**src/rtl/assert_macros.svh**
```systemverilog
// Assertion macros shared by the bit reader RTL.
// Needs a clk and an active-low rst_n in the scope where a macro is used.
`ifndef ASSERT_MACROS_SVH
`define ASSERT_MACROS_SVH

// Condition holds at every clock edge outside reset.
`define JBR_ASSERT_ALWAYS(lbl, cond, msg) \
  lbl: assert property (@(posedge clk) disable iff (!rst_n) (cond)) \
    else $error(msg);

// Consequent holds in the same cycle as the antecedent.
`define JBR_ASSERT_IMPLY(lbl, ante, cons, msg) \
  lbl: assert property (@(posedge clk) disable iff (!rst_n) (ante) |-> (cons)) \
    else $error(msg);

`endif

```
**src/rtl/jbr_pkg.sv**
```systemverilog
// Package for the JPEG bit reader: request and status codes, stuffing bytes,
// queue command struct. No dependencies.
`timescale 1ns / 1ps

package jbr_pkg;

  typedef logic [1:0] req_t;
  typedef logic [1:0] status_t;

  localparam req_t REQ_PUSH = 2'd0;
  localparam req_t REQ_READ = 2'd1;
  localparam req_t REQ_SKIP = 2'd2;
  localparam req_t REQ_END  = 2'd3;

  localparam status_t ST_OK    = 2'd0;
  localparam status_t ST_NRDY  = 2'd1;
  localparam status_t ST_ENDED = 2'd2;

  localparam logic [7:0] STUFF_LEAD = 8'hFF;
  localparam logic [7:0] STUFF_FILL = 8'h00;

  // bytes that must be queued before a read is served ahead of end of data
  localparam int MIN_FILL = 8;

  localparam int VALUE_W = 32;
  localparam int COUNT_W = 6;

  typedef struct packed {
    logic       push;
    logic       pop;
    logic [7:0] wdata;
  } q_cmd_t;

endpackage

```
**src/rtl/jbr_in_if.sv**
```systemverilog
// Request channel of the bit reader: valid/ready handshake plus request payload.
// Depends on jbr_pkg.
`timescale 1ns / 1ps

interface jbr_in_if;
  import jbr_pkg::*;

  logic                 valid;
  logic                 ready;
  req_t                 req_type;
  logic [7:0]           data_byte;
  logic [COUNT_W-1:0]   bit_count;
  logic                 drop_stuffing;

  modport source (output valid, req_type, data_byte, bit_count, drop_stuffing,
                  input ready);
  modport sink   (input valid, req_type, data_byte, bit_count, drop_stuffing,
                  output ready);
endinterface

```
**src/rtl/jbr_out_if.sv**
```systemverilog
// Result channel of the bit reader: valid/ready handshake plus result payload.
// Depends on jbr_pkg.
`timescale 1ns / 1ps

interface jbr_out_if;
  import jbr_pkg::*;

  logic                 valid;
  logic                 ready;
  status_t              status;
  logic [VALUE_W-1:0]   bits_value;
  logic [COUNT_W-1:0]   bits_taken;
  logic                 at_end;

  modport source (output valid, status, bits_value, bits_taken, at_end,
                  input ready);
  modport sink   (input valid, status, bits_value, bits_taken, at_end,
                  output ready);
endinterface

```
**src/rtl/jbr_ram.sv**
```systemverilog
// Generic single-write, single-read RAM with registered read data.
// No dependencies.
`timescale 1ns / 1ps

module jbr_ram #(
  parameter int WIDTH = 8,
  parameter int DEPTH = 16
) (
  input  logic                     clk,
  input  logic                     we,
  input  logic [$clog2(DEPTH)-1:0] waddr,
  input  logic [WIDTH-1:0]         wdata,
  input  logic [$clog2(DEPTH)-1:0] raddr,
  output logic [WIDTH-1:0]         rdata
);
  logic [WIDTH-1:0] mem [DEPTH];

  always_ff @(posedge clk) begin
    if (we) begin
      mem[waddr] <= wdata;
    end
    rdata <= mem[raddr];
  end
endmodule

```
**src/rtl/jbr_queue.sv**
```systemverilog
// Circular byte queue: head pointer, fill count and the RAM that holds bytes.
// Depends on jbr_pkg and jbr_ram. Read data is registered and shows the head of the previous cycle.
`timescale 1ns / 1ps

module jbr_queue #(
  parameter int DEPTH = 16
) (
  input  logic                       clk,
  input  logic                       rst_n,
  input  jbr_pkg::q_cmd_t            cmd,
  output logic [$clog2(DEPTH+1)-1:0] fill,
  output logic [7:0]                 rd_data
);
  import jbr_pkg::*;

  localparam int AW = $clog2(DEPTH);
  localparam int FW = $clog2(DEPTH + 1);

  logic [AW-1:0] head_r, head_nxt;
  logic [FW-1:0] fill_r, fill_nxt;
  logic [AW:0]   tail_sum;
  logic [AW-1:0] waddr;

  // tail = head + fill, wrapped once
  assign tail_sum = {1'b0, head_r} + (AW+1)'(fill_r);
  assign waddr    = (tail_sum >= (AW+1)'(DEPTH)) ? AW'(tail_sum - (AW+1)'(DEPTH))
                                                 : tail_sum[AW-1:0];

  always_comb begin
    head_nxt = head_r;
    fill_nxt = fill_r;
    if (cmd.push) begin
      fill_nxt = fill_r + FW'(1);
    end else if (cmd.pop && (fill_r != '0)) begin
      fill_nxt = fill_r - FW'(1);
      head_nxt = (head_r == AW'(DEPTH - 1)) ? '0 : head_r + AW'(1);
    end
  end

  always_ff @(posedge clk) begin
    if (!rst_n) begin
      head_r <= '0;
      fill_r <= '0;
    end else begin
      head_r <= head_nxt;
      fill_r <= fill_nxt;
    end
  end

  jbr_ram #(.WIDTH(8), .DEPTH(DEPTH)) u_ram (
    .clk   (clk),
    .we    (cmd.push),
    .waddr (waddr),
    .wdata (cmd.wdata),
    .raddr (head_r),
    .rdata (rd_data)
  );

  assign fill = fill_r;
endmodule

```
**src/rtl/jpeg_bit_reader_unstuffing.sv**
```systemverilog
// Top level of the JPEG bit reader with byte unstuffing.
// Depends on jbr_pkg, jbr_in_if, jbr_out_if, jbr_queue and assert_macros.svh.
//
//  channel  | dir | handshake          | payload
//  ---------+-----+--------------------+------------------------------------------
//  in_ch    | in  | valid/ready        | req_type, data_byte, bit_count,
//           |     |                    | drop_stuffing
//  out_ch   | out | valid/ready        | status, bits_value, bits_taken, at_end
//
// One request at a time. A refused request, or a push while no hunt is under
// way, goes straight from idle to the result state. A read passes RD_BYTE and
// TAKE per byte it reads, ADV per byte it consumes, and STUF_RD and STUF_CHK
// per byte checked for stuffing; a hunt passes HUNT_RD and HUNT_CHK per byte
// examined. The byte funnel merges one head byte into the accumulator per pass
// through the single RAM read port. Reset is synchronous and clears the queue,
// bit position and stream flags. A result waiting on out_ch holds the sequencer
// in its final state; in_ch is ready only while the sequencer idles.
`timescale 1ns / 1ps
`include "assert_macros.svh"

module jpeg_bit_reader_unstuffing #(
  parameter int QUEUE_DEPTH   = 16,
  parameter int MAX_READ_BITS = 32
) (
  input  logic clk,
  input  logic rst_n,
  jbr_in_if.sink    in_ch,
  jbr_out_if.source out_ch
);
  import jbr_pkg::*;

  localparam int FW  = $clog2(QUEUE_DEPTH + 1);
  localparam int MRB = MAX_READ_BITS;

  // sequencer states
  localparam logic [3:0] S_IDLE     = 4'd0;
  localparam logic [3:0] S_RD_BYTE  = 4'd1;  // head address settles into RAM
  localparam logic [3:0] S_TAKE     = 4'd2;  // merge bits of the head byte
  localparam logic [3:0] S_ADV      = 4'd3;  // decide after a byte is consumed
  localparam logic [3:0] S_STUF_RD  = 4'd4;
  localparam logic [3:0] S_STUF_CHK = 4'd5;
  localparam logic [3:0] S_HUNT_RD  = 4'd6;
  localparam logic [3:0] S_HUNT_CHK = 4'd7;
  localparam logic [3:0] S_DONE     = 4'd8;  // result staged, wait for out slot

  logic [3:0]         state_r, state_nxt;
  req_t               req_r, req_nxt;
  logic               drop_r, drop_nxt;
  logic [COUNT_W-1:0] rem_r, rem_nxt;
  logic [2:0]         bp_r, bp_nxt;
  logic [MRB-1:0]     acc_r, acc_nxt;
  logic [COUNT_W-1:0] taken_r, taken_nxt;
  status_t            st_r, st_nxt;
  logic               end_seen_r, end_seen_nxt;
  logic               ended_r, ended_nxt;
  logic               hunting_r, hunting_nxt;
  logic [7:0]         marker_r, marker_nxt;

  logic               out_valid_r, out_valid_nxt;
  status_t            out_status_r;
  logic [MRB-1:0]     out_value_r;
  logic [COUNT_W-1:0] out_taken_r;
  logic               out_end_r;
  logic               out_load;

  q_cmd_t     q_cmd;
  logic [FW-1:0] q_fill;
  logic [7:0] rd_data;

  logic               accept;
  logic [COUNT_W-1:0] req_bits;

  // byte funnel
  logic [3:0]         avail;
  logic [3:0]         k;
  logic [7:0]         shl;
  logic [7:0]         chunk;
  logic [3:0]         bp_sum;

  // hunt resolution
  logic               fill_ge2;
  logic               hunt_pop;
  logic               hunt_done;
  logic               hunt_ends;
  logic               ended_after;
  status_t            hunt_st;

  jbr_queue #(.DEPTH(QUEUE_DEPTH)) u_queue (
    .clk     (clk),
    .rst_n   (rst_n),
    .cmd     (q_cmd),
    .fill    (q_fill),
    .rd_data (rd_data)
  );

  assign in_ch.ready = (state_r == S_IDLE);
  assign accept      = in_ch.valid && in_ch.ready;

  // saturate the request to the widest read
  assign req_bits = (in_ch.bit_count > COUNT_W'(MRB)) ? COUNT_W'(MRB) : in_ch.bit_count;

  // take min(bits left in head byte, bits still wanted) from the head byte
  assign avail  = 4'd8 - {1'b0, bp_r};
  assign k      = (rem_r < {2'b00, avail}) ? rem_r[3:0] : avail;
  assign shl    = rd_data << bp_r;
  assign chunk  = shl >> (4'd8 - k);
  assign bp_sum = {1'b0, bp_r} + k;

  // hunt: head is the marker, or the queue ran dry
  assign fill_ge2    = (q_fill >= FW'(2));
  assign hunt_done   = fill_ge2 || end_seen_r;
  assign hunt_ends   = !fill_ge2 && end_seen_r;
  assign hunt_pop    = fill_ge2 || (end_seen_r && (q_fill != '0));
  assign ended_after = ended_r || hunt_ends;

  always_comb begin
    case (req_r)
      REQ_SKIP: hunt_st = ended_after ? ST_ENDED : (hunt_done ? ST_OK : ST_NRDY);
      REQ_END:  hunt_st = ended_after ? ST_ENDED : ST_OK;
      default:  hunt_st = ST_OK;
    endcase
  end

  always_comb begin
    state_nxt    = state_r;
    req_nxt      = req_r;
    drop_nxt     = drop_r;
    rem_nxt      = rem_r;
    bp_nxt       = bp_r;
    acc_nxt      = acc_r;
    taken_nxt    = taken_r;
    st_nxt       = st_r;
    end_seen_nxt = end_seen_r;
    ended_nxt    = ended_r;
    hunting_nxt  = hunting_r;
    marker_nxt   = marker_r;
    q_cmd        = '0;
    q_cmd.wdata  = in_ch.data_byte;
    out_load     = 1'b0;

    unique case (state_r)
      S_IDLE: begin
        if (accept) begin
          req_nxt   = in_ch.req_type;
          drop_nxt  = in_ch.drop_stuffing;
          acc_nxt   = '0;
          taken_nxt = '0;
          st_nxt    = ST_OK;
          state_nxt = S_DONE;
          unique case (in_ch.req_type)
            REQ_PUSH: begin
              if (end_seen_r || (q_fill >= FW'(QUEUE_DEPTH))) begin
                st_nxt = ST_NRDY;
              end else begin
                q_cmd.push = 1'b1;
                if (hunting_r) begin
                  state_nxt = S_HUNT_RD;
                end
              end
            end
            REQ_READ: begin
              if (hunting_r) begin
                st_nxt = ST_NRDY;
              end else if (ended_r) begin
                st_nxt = ST_ENDED;
              end else if (req_bits == '0) begin
                st_nxt = ST_OK;
              end else if ((q_fill < FW'(MIN_FILL)) && !end_seen_r) begin
                st_nxt = ST_NRDY;
              end else if (q_fill == '0) begin
                ended_nxt = 1'b1;
                st_nxt    = ST_ENDED;
              end else begin
                rem_nxt   = req_bits;
                state_nxt = S_RD_BYTE;
              end
            end
            REQ_SKIP: begin
              if (ended_r) begin
                st_nxt = ST_ENDED;
              end else begin
                // drop the current head, if any, then hunt for the marker
                bp_nxt      = '0;
                q_cmd.pop   = (q_fill != '0);
                marker_nxt  = in_ch.data_byte;
                hunting_nxt = 1'b1;
                state_nxt   = S_HUNT_RD;
              end
            end
            REQ_END: begin
              end_seen_nxt = 1'b1;
              if (hunting_r) begin
                state_nxt = S_HUNT_RD;
              end else begin
                st_nxt = ended_r ? ST_ENDED : ST_OK;
              end
            end
            default: state_nxt = S_DONE;
          endcase
        end
      end

      S_RD_BYTE: state_nxt = S_TAKE;

      S_TAKE: begin
        acc_nxt   = (acc_r << k) | MRB'(chunk);
        taken_nxt = taken_r + {2'b00, k};
        rem_nxt   = rem_r - {2'b00, k};
        if (bp_sum[3]) begin
          // head byte used up: pop it, maybe drop a stuffed zero behind it
          bp_nxt    = '0;
          q_cmd.pop = 1'b1;
          if (drop_r && (rd_data == STUFF_LEAD) && (q_fill > FW'(1))) begin
            state_nxt = S_STUF_RD;
          end else begin
            state_nxt = S_ADV;
          end
        end else begin
          bp_nxt    = bp_sum[2:0];
          st_nxt    = ST_OK;
          state_nxt = S_DONE;
        end
      end

      S_STUF_RD: state_nxt = S_STUF_CHK;

      S_STUF_CHK: begin
        q_cmd.pop = (rd_data == STUFF_FILL);
        state_nxt = S_ADV;
      end

      S_ADV: begin
        if (q_fill != '0) begin
          if (rem_r == '0) begin
            st_nxt    = ST_OK;
            state_nxt = S_DONE;
          end else begin
            state_nxt = S_RD_BYTE;
          end
        end else begin
          // queue drained: stop at the byte boundary
          if (end_seen_r) begin
            ended_nxt = 1'b1;
          end
          if (rem_r == '0) begin
            st_nxt = ST_OK;
          end else begin
            st_nxt = end_seen_r ? ST_ENDED : ST_NRDY;
          end
          state_nxt = S_DONE;
        end
      end

      S_HUNT_RD: begin
        if (q_fill == '0) begin
          q_cmd.pop   = hunt_pop;
          hunting_nxt = !hunt_done;
          ended_nxt   = ended_after;
          st_nxt      = hunt_st;
          state_nxt   = S_DONE;
        end else begin
          state_nxt = S_HUNT_CHK;
        end
      end

      S_HUNT_CHK: begin
        if (rd_data != marker_r) begin
          q_cmd.pop = 1'b1;
          state_nxt = S_HUNT_RD;
        end else begin
          // marker at head: drop it once a byte follows, or at end of data
          q_cmd.pop   = hunt_pop;
          hunting_nxt = !hunt_done;
          ended_nxt   = ended_after;
          st_nxt      = hunt_st;
          state_nxt   = S_DONE;
        end
      end

      S_DONE: begin
        if (!out_valid_r || out_ch.ready) begin
          out_load  = 1'b1;
          state_nxt = S_IDLE;
        end
      end

      default: state_nxt = S_IDLE;
    endcase
  end

  // hold the result until its transfer; a new one loads only into a free slot
  always_comb begin
    out_valid_nxt = out_valid_r;
    if (out_load) begin
      out_valid_nxt = 1'b1;
    end else if (out_ch.ready) begin
      out_valid_nxt = 1'b0;
    end
  end

  always_ff @(posedge clk) begin
    if (!rst_n) begin
      state_r     <= S_IDLE;
      bp_r        <= '0;
      end_seen_r  <= 1'b0;
      ended_r     <= 1'b0;
      hunting_r   <= 1'b0;
      marker_r    <= '0;
      out_valid_r <= 1'b0;
    end else begin
      state_r     <= state_nxt;
      bp_r        <= bp_nxt;
      end_seen_r  <= end_seen_nxt;
      ended_r     <= ended_nxt;
      hunting_r   <= hunting_nxt;
      marker_r    <= marker_nxt;
      out_valid_r <= out_valid_nxt;
    end
  end

  always_ff @(posedge clk) begin
    req_r   <= req_nxt;
    drop_r  <= drop_nxt;
    rem_r   <= rem_nxt;
    acc_r   <= acc_nxt;
    taken_r <= taken_nxt;
    st_r    <= st_nxt;
    if (out_load) begin
      out_status_r <= st_r;
      out_value_r  <= acc_r;
      out_taken_r  <= taken_r;
      out_end_r    <= ended_r;
    end
  end

  assign out_ch.valid      = out_valid_r;
  assign out_ch.status     = out_status_r;
  assign out_ch.bits_value = VALUE_W'(out_value_r);
  assign out_ch.bits_taken = out_taken_r;
  assign out_ch.at_end     = out_end_r;

  `JBR_ASSERT_ALWAYS(a_hunt_not_ended, !(hunting_r && ended_r), "hunting after stream end")
  `JBR_ASSERT_IMPLY(a_ended_needs_end, ended_r, end_seen_r, "stream ended without end of data")
  `JBR_ASSERT_IMPLY(a_bitpos_has_head, bp_r != 3'd0, q_fill != '0, "bit position without head")
  `JBR_ASSERT_IMPLY(a_take_has_work, state_r == S_TAKE, rem_r != '0, "byte funnel with no bits")
endmodule
```
**src/flat_wrapper.sv**
```systemverilog
// flat-port wrapper written by rule: the top's interface ports become plain ports
module jpeg_bit_reader_unstuffing_flat import jbr_pkg::*;
#(
  parameter int QUEUE_DEPTH   = 16,
  parameter int MAX_READ_BITS = 32
)
  (clk, rst_n, in_ch_valid, in_ch_req_type, in_ch_data_byte, in_ch_bit_count, in_ch_drop_stuffing, in_ch_ready, out_ch_valid, out_ch_status, out_ch_bits_value, out_ch_bits_taken, out_ch_at_end, out_ch_ready);
  jbr_in_if in_ch_i ();
  jbr_out_if out_ch_i ();
  input  logic clk;
  input  logic rst_n;
  input wire logic [$bits(in_ch_i.valid)-1:0] in_ch_valid;
  input wire logic [$bits(in_ch_i.req_type)-1:0] in_ch_req_type;
  input wire logic [$bits(in_ch_i.data_byte)-1:0] in_ch_data_byte;
  input wire logic [$bits(in_ch_i.bit_count)-1:0] in_ch_bit_count;
  input wire logic [$bits(in_ch_i.drop_stuffing)-1:0] in_ch_drop_stuffing;
  output wire logic [$bits(in_ch_i.ready)-1:0] in_ch_ready;
  output wire logic [$bits(out_ch_i.valid)-1:0] out_ch_valid;
  output wire logic [$bits(out_ch_i.status)-1:0] out_ch_status;
  output wire logic [$bits(out_ch_i.bits_value)-1:0] out_ch_bits_value;
  output wire logic [$bits(out_ch_i.bits_taken)-1:0] out_ch_bits_taken;
  output wire logic [$bits(out_ch_i.at_end)-1:0] out_ch_at_end;
  input wire logic [$bits(out_ch_i.ready)-1:0] out_ch_ready;
  assign in_ch_i.valid = in_ch_valid;
  assign in_ch_i.req_type = in_ch_req_type;
  assign in_ch_i.data_byte = in_ch_data_byte;
  assign in_ch_i.bit_count = in_ch_bit_count;
  assign in_ch_i.drop_stuffing = in_ch_drop_stuffing;
  assign in_ch_ready = in_ch_i.ready;
  assign out_ch_valid = out_ch_i.valid;
  assign out_ch_status = out_ch_i.status;
  assign out_ch_bits_value = out_ch_i.bits_value;
  assign out_ch_bits_taken = out_ch_i.bits_taken;
  assign out_ch_at_end = out_ch_i.at_end;
  assign out_ch_i.ready = out_ch_ready;
  jpeg_bit_reader_unstuffing #(.QUEUE_DEPTH(QUEUE_DEPTH), .MAX_READ_BITS(MAX_READ_BITS)) u_core (.clk(clk), .rst_n(rst_n), .in_ch(in_ch_i), .out_ch(out_ch_i));
endmodule
```
**config.mk**
```make
export PLATFORM = sky130hd
export DESIGN_NAME = jpeg_bit_reader_unstuffing_flat
export DESIGN_NICKNAME = d
export VERILOG_FILES = /design/src/rtl/jbr_pkg.sv /design/src/rtl/jbr_in_if.sv /design/src/rtl/jbr_out_if.sv /design/src/rtl/jbr_ram.sv /design/src/rtl/jbr_queue.sv /design/src/rtl/jpeg_bit_reader_unstuffing.sv /design/src/flat_wrapper.sv
export VERILOG_INCLUDE_DIRS = /design/src /design/src/rtl
export SDC_FILE = /design/constraint.sdc
export NUM_CORES = 1
export LEC_CHECK = 0
export ABC_AREA = 0
export BUFFER_PORTS_ARGS = -buffer_cell sky130_fd_sc_hd__clkbuf_2
export CAP_MARGIN = 20
export CORE_MARGIN = 4
export CORE_UTILIZATION = 65
export CTS_CLUSTER_SIZE = 20
export DETAILED_ROUTE_END_ITERATION = 6
export GPL_ROUTABILITY_DRIVEN = 0
export HOLD_SLACK_MARGIN = 0.15
export PLACE_DENSITY = 0.89
export RECOVER_POWER = 50
export SYNTH_ARGS = -nofsm -noshare
export SYNTH_HDL_FRONTEND = slang
export SYNTH_HIERARCHICAL = 1
export SYNTH_SLANG_ARGS = --single-unit
```
**constraint.sdc**
```tcl
create_clock -name clk -period 7.2 [get_ports clk]
set_input_delay 0.36 -clock clk [delete_from_list [all_inputs] [get_ports clk]]
set_output_delay 0.36 -clock clk [all_outputs]
set_load 0.02 [all_outputs]
```
* Word level (Yosys, flattened, before mapping) *
Memory sizes are Yosys's and may differ from the RTL's. A register that Yosys moved wholly into a read port is not among the register bits.
Cells that the tools add are included.

word-level totals
  register bits after elaboration = 118
  latch bits = 0
  bits in writable memories = 128
  bits in read-only memories = 0
  input bits = 21
  output and inout port bits = 43
  word-level logic and storage cells = 211
  memories kept = 1

operators by class
  add/sub/neg operators = 10
  multiply operators = 0
  divide/modulo/power cells = 0
  order comparisons = 7
  equality and inequality tests = 31
  shift operators = 3
  mux-type cells = 97
  bitwise operators = 3
  reduce and logical (&&, ||, !) cells = 40

memory list
  memory                    words  width  rd ports  clocked after memory_dff  wr ports  RTL line       RTL
  u_core.u_queue.u_ram.mem  16     8      1         1                         1         jbr_ram.sv:16  logic [WIDTH-1:0] mem [DEPTH];

operators with widths
  operator              count
  $mux W4               18
  $pmux W32 S2          1
  $mux W6               9
  $mux W2               18
  $pmux W4 S9           1
  $mux W1               32
  $mux W32              1
  $or A32 B8 Y32        1
  $shl A32 B4 Y32       1
  $pmux W6 S2           2
  $ne A2 B2 Y1 const B  11
  $eq A4 B3 Y1 const B  4
  $pmux W4 S4           1
  $reduce_and A8 Y1     2
  $mux W3               5
  $logic_not A6 Y1      2
  $reduce_and A6 Y1     2
  $ge A5 B5 Y1 const B  2
  $mux W5               2
  $pmux W2 S5           1
  $reduce_bool A5 Y1    2
  $eq A2 B2 Y1 const B  4
  $eq A4 B2 Y1 const B  2
  $eq A4 B4 Y1 const B  2
  other kinds (43)      65

* Logic depth before layout (Yosys ltp) *
  word-level depth = 10
  depth in mapped cells = 22

* Modules after synthesis *
Netlist, hierarchy kept.

modules (own cells, without submodules)
  module                      times used  cells each  area each (µm²)
  jpeg_bit_reader_unstuffing  1           578         6691.4
  jbr_ram                     1           229         5147.4
  jbr_queue                   1           68          666.9

* Worst setup path before layout *
No wires, ideal clock.

  path type = register to register
  start point = register u_core.bp_r[0]
  end point = register u_core.u_queue.fill_r[3] (netlist: u_core/u_queue/fill[3])
  setup time = 116 ps
  arrival time = 4357 ps
  data required time = 7084 ps
  slack = 2728 ps
  cell stages (with the launch flop) = 22
  path buffers = 4
  clock period less this slack = 4472 ps
  cells stage by stage = dfxtp_1 -> buf_6 -> clkbuf_1 -> inv_1 -> ha_1 -> inv_1 -> ha_1 -> o21ai_0 -> o21ai_2 -> a31oi_2 -> mux2_4 -> buf_12 -> buf_6 -> ha_1 -> a21o_1 -> a21oi_1 -> xnor2_1 -> nor2_1 -> a311o_1 -> nor2_1 -> a31oi_4 -> a31o_1

RTL lines
  item                    RTL line                           RTL
  from (decl)             jpeg_bit_reader_unstuffing.sv:50   logic [2:0] bp_r, bp_nxt;
  from (signal assigned)  jpeg_bit_reader_unstuffing.sv:312  bp_r <= bp_nxt;
  to (signal assigned)    jbr_queue.sv:46                    fill_r <= fill_nxt;
  to (decl)               jbr_queue.sv:20                    logic [FW-1:0] fill_r, fill_nxt;

==> impl_metrics.env <==
export IMPL_grtUsageTotal=0.255
export IMPL_fp_coreArea_um2=18800
export IMPL_rr_worst_depth=18
export IMPL_grt_met2_usage=0.451
export IMPL_io_pins=64
export IMPL_path_clk_slew_ps=70
export IMPL_post_cts_resized=0
export IMPL_min_delay_path_class="input pin to flip-flop"
export IMPL_drt_first_pass_iters=6
export IMPL_area_delta_synth_final_pct=9.98
export IMPL_ys_seq_area_frac=0.581
export IMPL_cap_violations=1
export IMPL_cp_arrival_ps=5420
export IMPL_grt_max_degree=42
export IMPL_antenna_found_initial=0
export IMPL_crit_type="flip-flop to flip-flop"
export IMPL_grt_overflow=0
export IMPL_slew_viol_final=38
export IMPL_power_density_nw_per_um2=335
export IMPL_die_height_um=147
export IMPL_tns_ps=0
export IMPL_max_slew_margin_rel=-0.283
export IMPL_violations="capacitance limit, slew limit"
export IMPL_synth_area_um2=12500
export IMPL_synthDominantCellAreaShare=0.523
export IMPL_layout_common_cells="edfxtp_1 (218), mux2i_1 (94), clkbuf_1 (59)"
export IMPL_ys_ff_latch=254
export IMPL_critical_path_reg2reg_endpoint="u_core/u_queue/fill[2]$_SDFFE_PN0P_"
export IMPL_cts_root_buf="clkbuf_16"
export IMPL_crit_fanout=30
export IMPL_synth_top_cell_by_area="edfxtp_1"
export IMPL_drive_gt1_frac=0.134
export IMPL_critPathRequiredTime_ps=7640
export IMPL_synth_area_top_cells="edfxtp_1 (52%), mux2i_1 (7.5%), dfxtp_1 (5.8%)"
export IMPL_start_util=0.664
export IMPL_grt_pass1_vias=7907
export IMPL_drc=0
export IMPL_status="finished with violations"
export IMPL_yosys_cell_types_count=87
export IMPL_yosys_warnings=6
export IMPL_ff2ff_setup_slack_ps=2220
export IMPL_fillers=1173
export IMPL_worstHoldStart="out_ch_ready"
export IMPL_grt_setup_unrepaired="false"
export IMPL_worstSkewPairLatency_ps=540
export IMPL_startpoint_type="flip-flop"
export IMPL_post_cts_buffers=0
export IMPL_fmax_mhz=201
export IMPL_detail_route_antenna_nets=0
export IMPL_max_vdd_ir_drop_mv=0.232
export IMPL_fp_dieArea_um2=21500
export IMPL_dp_cells=1170
export IMPL_grt_pass1_wl_um=43700
export IMPL_crit_start="u_core/bp_r[0]$_SDFFE_PN0P_"
export IMPL_clockBufferDepth=3
export IMPL_synth_edf_count=218
export IMPL_final_common_cell="edfxtp_1"
export IMPL_final_nets=990
export IMPL_tritoncts="yes"
export IMPL_top_usage_layer="met2"
export IMPL_drt_initial_drc_count=756
export IMPL_vias_per_cell=6.54
export IMPL_multi_input_area_um2=4890
export IMPL_fin_skew_ps=14.3
export IMPL_port_buffers=63
export IMPL_cts_buffers=26
export IMPL_avgSynthCellArea_um2=14.3
export IMPL_tightest_slew_ps=1920
export IMPL_min_period_over_period=0.692
export IMPL_worst_hold_path_endpoint="u_core/out_ch.valid$_SDFFE_PN0P_"
export IMPL_wire_per_inst_um=22.9
export IMPL_gr_usage_met3=0.0367
export IMPL_cp_end_kind="flip-flop"
export IMPL_ys_async_sr_fraction=0
export IMPL_dieWidth_um=147
export IMPL_power_leakage_nw=4.72
export IMPL_stdcell_count=1222
export IMPL_num_rows=50
export IMPL_hold_depth=4
export IMPL_ys_flop_type="edfxtp_1"
export IMPL_grt_use_met1=0.320
export IMPL_cts_sinks=254
export IMPL_fin_crit_ps=4980
export IMPL_r2r_start="u_core/bp_r[0]$_SDFFE_PN0P_"
export IMPL_antenna_cells=0
export IMPL_dp_hpwl_um=18100
export IMPL_hold_viol_final=0
export IMPL_synthesis_nets=923
export IMPL_synth_cells=875
export IMPL_routed_wirelength_um=28000
export IMPL_h_tree_depth=1
export IMPL_finalSetupViolations=0
export IMPL_dr_total_vias=7997
export IMPL_seqCellArea_um2=7270
Yosys cell counts, drive strengths merged, types with 18 or more instances:
cell type and n:
a21oi 25, a22oi 20, buf 20, dfxtp 36, edfxtp 218, ha 22
inv 22, mux2 19, mux2i 95, mux4 35, nand2 46, nor2 54
nor2b 18, o21ai 26, xnor2 24
critical path, cell delays in order, from the launching register on:
cell and delay [ps]:
dfxtp_1 820, inv_1 140, ha_1 340, inv_1 50, ha_1 290, o21ai_0 220
o21ai_2 140, a31oi_2 290, mux2_4 530, ha_1 350, a21o_1 180, a21oi_1 160
xnor2_1 120, nor2_1 190, a311o_1 300, nor2_1 130, a31oi_4 260, nor2_1 60
a211oi_1 290
logic make-up after synthesis:
kind of cell / after synthesis / synth area share
AO/OA/AOI/OAI: 156 / 0.0922
XOR/XNOR: 28 / 0.0202
adder cells (fa/ha/maj): 27 / 0.0300
buffers and inverters: 58 / 0.0276
flip-flops: 254 / 0.581
multiplexers: 149 / 0.161
AND/OR/NAND/NOR: 203 / 0.0878
worst max path at each step:
stage | to
after floorplan | u_core/u_queue/fill[3]$_SDFFE_PN0P_
after CTS | u_core/acc_r[0]$_SDFFCE_PN0P_
final | u_core/u_queue/fill[2]$_SDFFE_PN0P_
after global placement | u_core/u_queue/fill[3]$_SDFFE_PN0P_
after detailed placement | u_core/u_queue/head_r[3]$_SDFFE_PN0P_
after global routing | u_core/u_queue/fill[2]$_SDFFE_PN0P_
where the power goes:
part	switching, W	total, W	internal (W)
clock	0.000560	0.00130	0.000738
combinational	0.000813	0.00128	0.000470
sequential	0.000151	0.00203	0.00188
total	0.00152	0.00461	0.00309
registers in the layout (all words and copies together) (netlist names), 3 cells and up:
name                        flops
u_core/u_queue/u_ram/mem      128
u_core/acc_r                   32
u_core/out_ch.bits_value       32
u_core/marker_r                 8
u_core/u_queue/u_ram/rdata      8
u_core/out_ch.bits_taken        6
u_core/rem_r                    6
u_core/taken_r                  6
u_core/u_queue/fill             5
u_core/state_r                  4
u_core/u_queue/head_r           4
u_core/bp_r                     3
layout make-up:
cell class / instances / share of cell area
tap: 260 / 0.0237
clock inverter: 14 / 0.00937
timing repair buffer: 75 / 0.0249
sequential: 254 / 0.528
inverter: 22 / 0.00619
clock buffer: 34 / 0.0517
multi-input combinational: 563 / 0.356
metrics by stage:
step	instance area (um2)	utilization	hold WS, ps	setup slack, ps	power [W]
2_1_floorplan	12500	-	400	2730	0.00298
3_3_place_gp	13000	0.688	416	2460	0.00326
3_5_place_dp	13000	0.688	416	2300	0.00331
4_1_cts	13800	0.734	156	2280	0.00462
5_1_grt	13800	0.730	160	1840	0.00481
6_report	13800	0.730	149	2220	0.00461
per-layer routing:
layer  vias up  routed length, um
met5         -                  0
met4         0               1220
met3        92               1940
met2       422              14300
met1      3907              10500
li1       3576                  -
timing repair:
action,4_1_cts,5_1_grt
endpoints found under the hold margin,3,0
hold buffers,3,0
setup endpoints to repair,0,0
(Power assumes the default switching activity.)
